$ cat src/hdl/pmp_pkg.sv
`default_nettype none
package pmp_pkg;
	localparam int MAX_WIDTH  = 256;
	localparam int MAX_HEIGHT = 256;
	localparam int MAX_RADIUS = 7;
	localparam int XW = $clog2(MAX_WIDTH);
	localparam int YW = $clog2(MAX_HEIGHT);
	localparam int AW = XW + YW;
	localparam int DW = 26;
	localparam int PW = 24;
	localparam int MW = 16;
	localparam int RW = $clog2(MAX_RADIUS + 1);
	localparam int SW = 36;
	localparam logic [DW-1:0] DIST_MAX = '1;

	typedef enum logic [1:0] {
		REQ_WR_A  = 2'd0,
		REQ_WR_B  = 2'd1,
		REQ_SET   = 2'd2,
		REQ_PROP  = 2'd3
	} req_t;

	typedef enum logic [2:0] {
		CFG_WIDTH_A  = 3'd0,
		CFG_HEIGHT_A = 3'd1,
		CFG_WIDTH_B  = 3'd2,
		CFG_HEIGHT_B = 3'd3,
		CFG_RADIUS   = 3'd4
	} cfg_idx_t;

	typedef struct packed {
		logic [XW:0] wa;
		logic [YW:0] ha;
		logic [XW:0] wb;
		logic [YW:0] hb;
		logic [RW-1:0] r;
	} dims_t;

	// distance unit request and response
	typedef struct packed {
		logic          start;
		logic [XW-1:0] bx;
		logic [YW-1:0] by;
		logic [XW-1:0] ax;
		logic [YW-1:0] ay;
	} dreq_t;

	typedef struct packed {
		logic          done;
		logic [DW-1:0] ssd;
	} dres_t;

	typedef enum logic [3:0] {
		ST_IDLE,
		ST_RD_CUR,
		ST_WT_CUR,
		ST_RD_H,
		ST_RD_V,
		ST_CMP_V,
		ST_RD_MATCH,
		ST_DIST_GO,
		ST_DIST_WAIT,
		ST_WRITE,
		ST_OUT
	} state_t;

	function automatic logic [15:0] clamp_dim(input logic [8:0] v, input int hi);
		if (v == 9'd0) return 16'd1;
		if (int'(v) > hi) return 16'(hi);
		return 16'(v);
	endfunction

	function automatic logic [15:0] clamp_coord(input logic signed [15:0] v,
			input logic [15:0] lim);
		if (v < 0) return 16'd0;
		if (v > $signed(lim) - 16'sd1) return lim - 16'd1;
		return 16'(v);
	endfunction
endpackage
`default_nettype wire

$ cat src/hdl/pmp_dist.sv
`default_nettype none
module pmp_dist (
	input  wire logic          clk,
	input  wire logic          arst_n,
	input  wire pmp_pkg::dims_t dims,
	input  wire pmp_pkg::dreq_t req,
	output pmp_pkg::dres_t     res,
	output logic [pmp_pkg::AW-1:0] a_addr,
	output logic [pmp_pkg::AW-1:0] b_addr,
	input  wire logic [pmp_pkg::PW-1:0] a_data,
	input  wire logic [pmp_pkg::PW-1:0] b_data
);
	import pmp_pkg::*;

	logic          busy_q, last_q, vld_s1, last_s1, vld_s2, last_s2, done_q;
	logic signed [5:0] dx_q, dy_q;
	logic [XW-1:0] bx_q, ax_q;
	logic [YW-1:0] by_q, ay_q;
	logic [16:0]   sq_s2 [3];
	logic [SW-1:0] sum_q;
	logic signed [5:0] rr;
	logic [15:0]   sax, say, sbx, sby;
	logic signed [8:0] d [3];

	assign rr = 6'(dims.r);
	assign sax = clamp_coord(16'($signed({1'b0, ax_q})) + 16'(dx_q), 16'(dims.wa));
	assign say = clamp_coord(16'($signed({1'b0, ay_q})) + 16'(dy_q), 16'(dims.ha));
	assign sbx = clamp_coord(16'($signed({1'b0, bx_q})) + 16'(dx_q), 16'(dims.wb));
	assign sby = clamp_coord(16'($signed({1'b0, by_q})) + 16'(dy_q), 16'(dims.hb));
	assign a_addr = {say[YW-1:0], sax[XW-1:0]};
	assign b_addr = {sby[YW-1:0], sbx[XW-1:0]};

	always_comb begin
		for (int c = 0; c < 3; c++)
			d[c] = $signed({1'b0, a_data[8*c +: 8]}) - $signed({1'b0, b_data[8*c +: 8]});
	end

	always_ff @(posedge clk or negedge arst_n) begin
		if (!arst_n) begin
			busy_q <= 1'b0; vld_s1 <= 1'b0; vld_s2 <= 1'b0; done_q <= 1'b0;
			last_q <= 1'b0; last_s1 <= 1'b0; last_s2 <= 1'b0;
		end else begin
			done_q <= 1'b0;
			vld_s1 <= busy_q;
			last_s1 <= busy_q && last_q;
			vld_s2 <= vld_s1;
			last_s2 <= last_s1;
			if (req.start) begin
				busy_q <= 1'b1;
				dx_q <= -rr; dy_q <= -rr;
				last_q <= (dims.r == '0);
				bx_q <= req.bx; by_q <= req.by; ax_q <= req.ax; ay_q <= req.ay;
			end else if (busy_q) begin
				if (last_q) busy_q <= 1'b0;
				if (dx_q == rr) begin
					dx_q <= -rr; dy_q <= dy_q + 6'sd1;
				end else begin
					dx_q <= dx_q + 6'sd1;
				end
				last_q <= (dy_q == rr) && (dx_q == rr - 6'sd1);
			end
			if (req.start) sum_q <= '0;
			else if (vld_s2) sum_q <= sum_q + SW'(sq_s2[0]) + SW'(sq_s2[1]) + SW'(sq_s2[2]);
			if (vld_s2 && last_s2) begin
				done_q <= 1'b1;
			end
		end
	end

	always_ff @(posedge clk) begin
		for (int c = 0; c < 3; c++) sq_s2[c] <= 17'(d[c] * d[c]);
	end

	assign res.done = done_q;
	assign res.ssd = (sum_q > SW'(DIST_MAX)) ? DIST_MAX : sum_q[DW-1:0];
endmodule
`default_nettype wire

$ cat config.mk
export PLATFORM = sky130hd
export DESIGN_NAME = pmp_dist
export DESIGN_NICKNAME = d
export VERILOG_FILES = /design/src/hdl/pmp_pkg.sv /design/src/hdl/pmp_dist.sv
export SDC_FILE = /design/constraint.sdc
export NUM_CORES = 1
export LEC_CHECK = 0
export BUFFER_PORTS_ARGS = -buffer_cell sky130_fd_sc_hd__buf_4
export CORE_ASPECT_RATIO = 2
export CORE_MARGIN = 2
export CORE_UTILIZATION = 36
export CTS_BUF_LIST = sky130_fd_sc_hd__clkbuf_8
export CTS_CLUSTER_SIZE = 30
export DETAILED_ROUTE_END_ITERATION = 6
export SYNTH_ARGS = -nofsm -noshare
export SYNTH_HDL_FRONTEND = slang
export SYNTH_SLANG_ARGS = --single-unit
$ cat constraint.sdc
create_clock -name clk -period 7.7 [get_ports clk]
set_input_delay 0 -clock clk [delete_from_list [all_inputs] [get_ports clk]]
set_output_delay 0 -clock clk [all_outputs]
set_load 0.005 [all_outputs]
### Word level (Yosys, flattened, before mapping)

Memories as Yosys holds them, arrays and structs flattened.
Index checks and enable logic that the tools add are counted.

* memory bits (writable): 51
* output and inout port bits: 59
* register bits after elaboration: 87
* logic and storage cells: 103
* memories kept: 1
* input port bits: 122

* multipliers: 3
* eq/ne operators: 3
* multiplexer cells: 42
* $lt $le $gt $ge: 9
* add/subtract/negate cells: 22
* reduce and logical (&&, ||, !) cells: 9

Memories
* sq_s2: depth 3, bits a word 17, read ports 3, clocked after Yosys merged registers in 0, write ports 3, RTL line pmp_dist.sv:19 `logic [16:0] sq_s2 [3];`

Operator list (count)
* two-way mux 8 bit: 16
* adder 36 x 17 -> 36 bit: 3
* multiplier 9 x 9 -> 17 bit: 3
* adder 9 x 6 -> 10 bit: 4
* greater-than comparator 10 bit: 4
* < comparator 10 x 1 -> 1 bit, second input constant: 4
* subtractor 9 x 1 -> 10 bit, second input constant: 4
* greater-than comparator 36 x 26 -> 1 bit, second input constant: 1
* two-way mux 36 bit: 1
* two-way mux 6 bit: 6
* subtractor 8 x 1 -> 8 bit, second input constant: 4
* subtractor 8 x 8 -> 9 bit: 3
* two-way mux 26 bit: 1
* == test 6 x 4 -> 1 bit: 3
* two-way mux 1 bit: 18
* adder 6 x 2 -> 6 bit, second input constant: 2
* negator 3 -> 6 bit: 1
* AND reduction 2 bit: 2
* nonzero test 2 bit: 2
* subtractor 3 x 1 -> 4 bit, second input constant: 1
* logical AND 1 bit: 3
* zero test 3 bit: 1
* AND reduction 3 bit: 1

### Logic depth before layout (Yosys ltp)

* depth in word-level cells: 6
* gate-level depth with buffers: 29
* gate-level depth less buffers: 29

### Worst setup path before layout

Ideal clock, no wire load.

* path kind: input -> register
* from: input a_data[16] in the netlist's numbering
* to: memory sq_s2[2][16], in the netlist sq_s2[0][50]
* data required time: 7.628 ns
* cell stages on the path: 28
* data arrival time: 6.358 ns
* path buffers: 0
* setup slack: 1.270 ns
* library setup time: 0.072 ns
* cells stage by stage: inv_1 -> ha_1 -> inv_1 -> fa_1 -> a21o_1 -> a21oi_1 -> o21bai_1 -> a21oi_1 -> xnor2_1 -> inv_1 -> nor2_1 -> inv_1 -> fa_1 -> fa_1 -> inv_1 -> fa_1 -> inv_1 -> fa_1 -> fa_1 -> inv_1 -> ha_1 -> and2_1 -> a221oi_1 -> nor3_1 -> a2111oi_1 -> a21oi_1 -> nor2_1 -> xnor2_1

RTL lines
* start: declaration: RTL line pmp_dist.sv:10 `input wire logic [pmp_pkg::PW-1:0] a_data,`
* end: declaration: RTL line pmp_dist.sv:19

==> metrics.txt <==
Global Route Usage Sum=between 15 and 20%; post-synth top area cell=fa_1; GRT overflow=0; largest net degree at the start of global routing=approximately 50; hold path endpoint=dy_q[3]$_DFFE_PP_; Worst path slowest cell=fa_1; maximum clock path buffer count=2; min cycle time layout=about 6.6 ns; Routed WL per cell=16.1 µm; Worst Setup End Kind=register; Yosys top cell area share=22.7%; first-pass GRT wire length=74.1 mm; Final Max Slew Viols=0; Reg-to-Reg Start=sum_q[8]$_SDFFCE_PP0P_; initial antenna violation count=0; Final #Nets=~2700; commonest non-fill, non-tap cell in the layout=inv_1; core area=just under 50000 µm²; post-CTS sizing=0; WP data required=around 8 ns; Die X=approximately 160 µm; commonest cells after routing, fill and taps aside=330 x inv_1, 232 x ha_1, 214 x nor2_1; Worst Reg-to-Reg Cells=10; register area=about 3500 µm²; top cells by area, synth=fa_1 23%, ha_1 16%, edfxtp_1 13%; Netlist cell types=72; # diodes=0; Slew @ Worst Pin=1.23 ns; hold_ws=roughly 0.072 ns; TNS Setup=0 ns; Slew HR=17.8%; Final Util=42.4%; hold path start=dims[2]; Layout Skew=0.0225 ns; row count=115; vias=14000; Layout area overhead=15.9%; CTS buffer count=17; final setup fails=0; Multi-input gate area=13100 µm²; share of cells above drive strength 1=between 10% and 20%; Crit path top cell by count=inv_1; antenna viol nets, final=0; YS warnings=0; Final period util=86.1%; RR Endpoint=sum_q[21]$_SDFFCE_PP0P_; Fmax=roughly 0.15 GHz; number of synthesized flops with an enable pin=80; Die H=between 300 and 400 µm; top_reg_cell synth=edfxtp_1; Clock Tree Root=clkbuf_8; post-synthesis net count=approximately 2500; CTS tree=built; Worst R2R Setup Slack=3.53 ns; Slowest Stage Delay on Critical Path=0.54 ns; worst-skew pair later-pin latency=0.48 ns; fill count=a little under 5000; initial DRC count=between 500 and 600; vias in the first global route=between 15000 and 20000; routability cong.=between 0.8 and 0.9; Synth Register Bits=approximately 140; die area=~52000 µm²; maxcap violations=0; Seq/Total Area, Yosys=~20%; H-tree depth=4; final WL=between 40 and 50 mm; DR vias/cell=about 5.0; worst min-delay path category=in2reg; clk slew on worst S/H paths=0.08 ns; CP Launch Type=input port; Arrival @ worst endpoint=approximately 7.0 ns; status=finished clean; initial core utilization=a little over a third; Hold Vio Cnt, Final=0; FFs w/ async S/R, synth=5.19%; crit-path max FO=7; Syn Area/Cell=a little over 9 µm²; I/O Buffers=between 150 and 200; First-pass DRT Iterations=6; CP Class=in2reg; clock sink count=about 140; Cells after DPL=around 2700; post-DP HPWL=about 38 mm; Mapped Area=around 18000 µm²; Mapped Cells=a little under 2000; unrepaired setup endpoints after global routing=false; number of remaining DRC errors=0; CP delay by family, top=adder cells; worst path bufs/invs=8; Hold Crit Depth=3; Post-Layout Cell Count=2797; io pins=around 180; cell depth of the worst setup path=29
[per-layer routing]
layer  track usage (%)  part of all wire (%)  routed length (µm)
met1              16.9                    34               15400
met2              37.7                    60               26900
met3              1.81                   2.7                1230
met4              6.75                   3.3                1470
met5                 0                     0                   0
[kinds of logic (layout without fill, tap and decap cells)]
family / Yosys count / count (layout) / share of synthesized area (%)
AND/OR/NAND/NOR: 518 / 518 / 13.4
adder cells (fa/ha/maj): 436 / 436 / 38.8
buffers and inverters: 357 / 584 / 7.47
AO/OA/AOI/OAI: 289 / 289 / 11.1
XOR/XNOR: 164 / 164 / 7.99
flip-flops: 135 / 135 / 19.7
multiplexers: 27 / 27 / 1.53
other: 1 / 1 / 0.0208
[timing repair]
action	4_1_cts	5_1_grt
buffers inserted	0	0
endpoints found under the hold margin	42	0
hold buffers	35	0
[cells in the mapped netlist (6+ instances only)]
cell        n
inv_1     329
ha_1      232
nor2_1    214
fa_1      204
nand2_1   119
xnor2_1   109
edfxtp_1   80
a21oi_1    77
xor2_1     55
dfxtp_1    48
o21ai_0    45
a211oi_1   38
or2_2      28
a21o_1     27
nor3_1     26
clkbuf_1   23
mux2i_1    23
and2_1     22
nand3_1    22
o21bai_1   16
o21a_1     15
nand2b_1   14
nand4_1    14
nor2b_1    14
nor4_1     12
a31oi_1     8
dfrtp_1     7
a21boi_0    6
nand3b_1    6
or3_1       6
[flip-flops by register name (all words and copies together), names as in the netlist, 6 cells and up]
name,count
sq_s2,48
sum_q,36
ax_q,8
ay_q,8
bx_q,8
by_q,8
dx_q,6
dy_q,6
[worst max path at each step]
stage | endpoint | slack [ns] | from
floorplan | sq_s2[0][50]$_DFF_P_ | 1.27 | a_data[16]
global placement | sq_s2[0][50]$_DFF_P_ | 0.75 | a_data[16]
detailed placement | sq_s2[0][50]$_DFF_P_ | 0.56 | a_data[16]
CTS | sq_s2[0][50]$_DFF_P_ | 1.07 | a_data[16]
global route | sq_s2[0][50]$_DFF_P_ | 0.49 | a_data[16]
finish | sq_s2[0][50]$_DFF_P_ | 1.07 | a_data[16]
[metrics by stage]
stage | setup WS (ns) | cell area, µm²
2_1_floorplan | 1.27 | 18000
3_3_place_gp | 0.750 | 20100
3_5_place_dp | 0.561 | 20100
4_1_cts | 1.07 | 20800
5_1_grt | 0.486 | 20800
6_report | 1.07 | 20800
[tightest hold or removal path: cells and delay by family]
family	cells	cell delay (ns)
buffers and inverters	1	0.11
AO/OA/AOI/OAI	1	0.17
AND/OR/NAND/NOR	1	0.14
[area by class of cell]
| class | instances | share of cell area, % |
|---|---|---|
| clock buffers | 17 | 1.12 |
| clock inverters | 15 | 0.840 |
| inverters | 331 | 5.96 |
| multi-input cells | 1435 | 62.9 |
| flip-flops and latches | 135 | 17.0 |
| well taps | 643 | 3.86 |
| repair buffers | 221 | 8.38 |
Power is left out: the tool's default activity adds up to more than one toggle a clock period on the data nets, which glitch-free logic cannot reach.
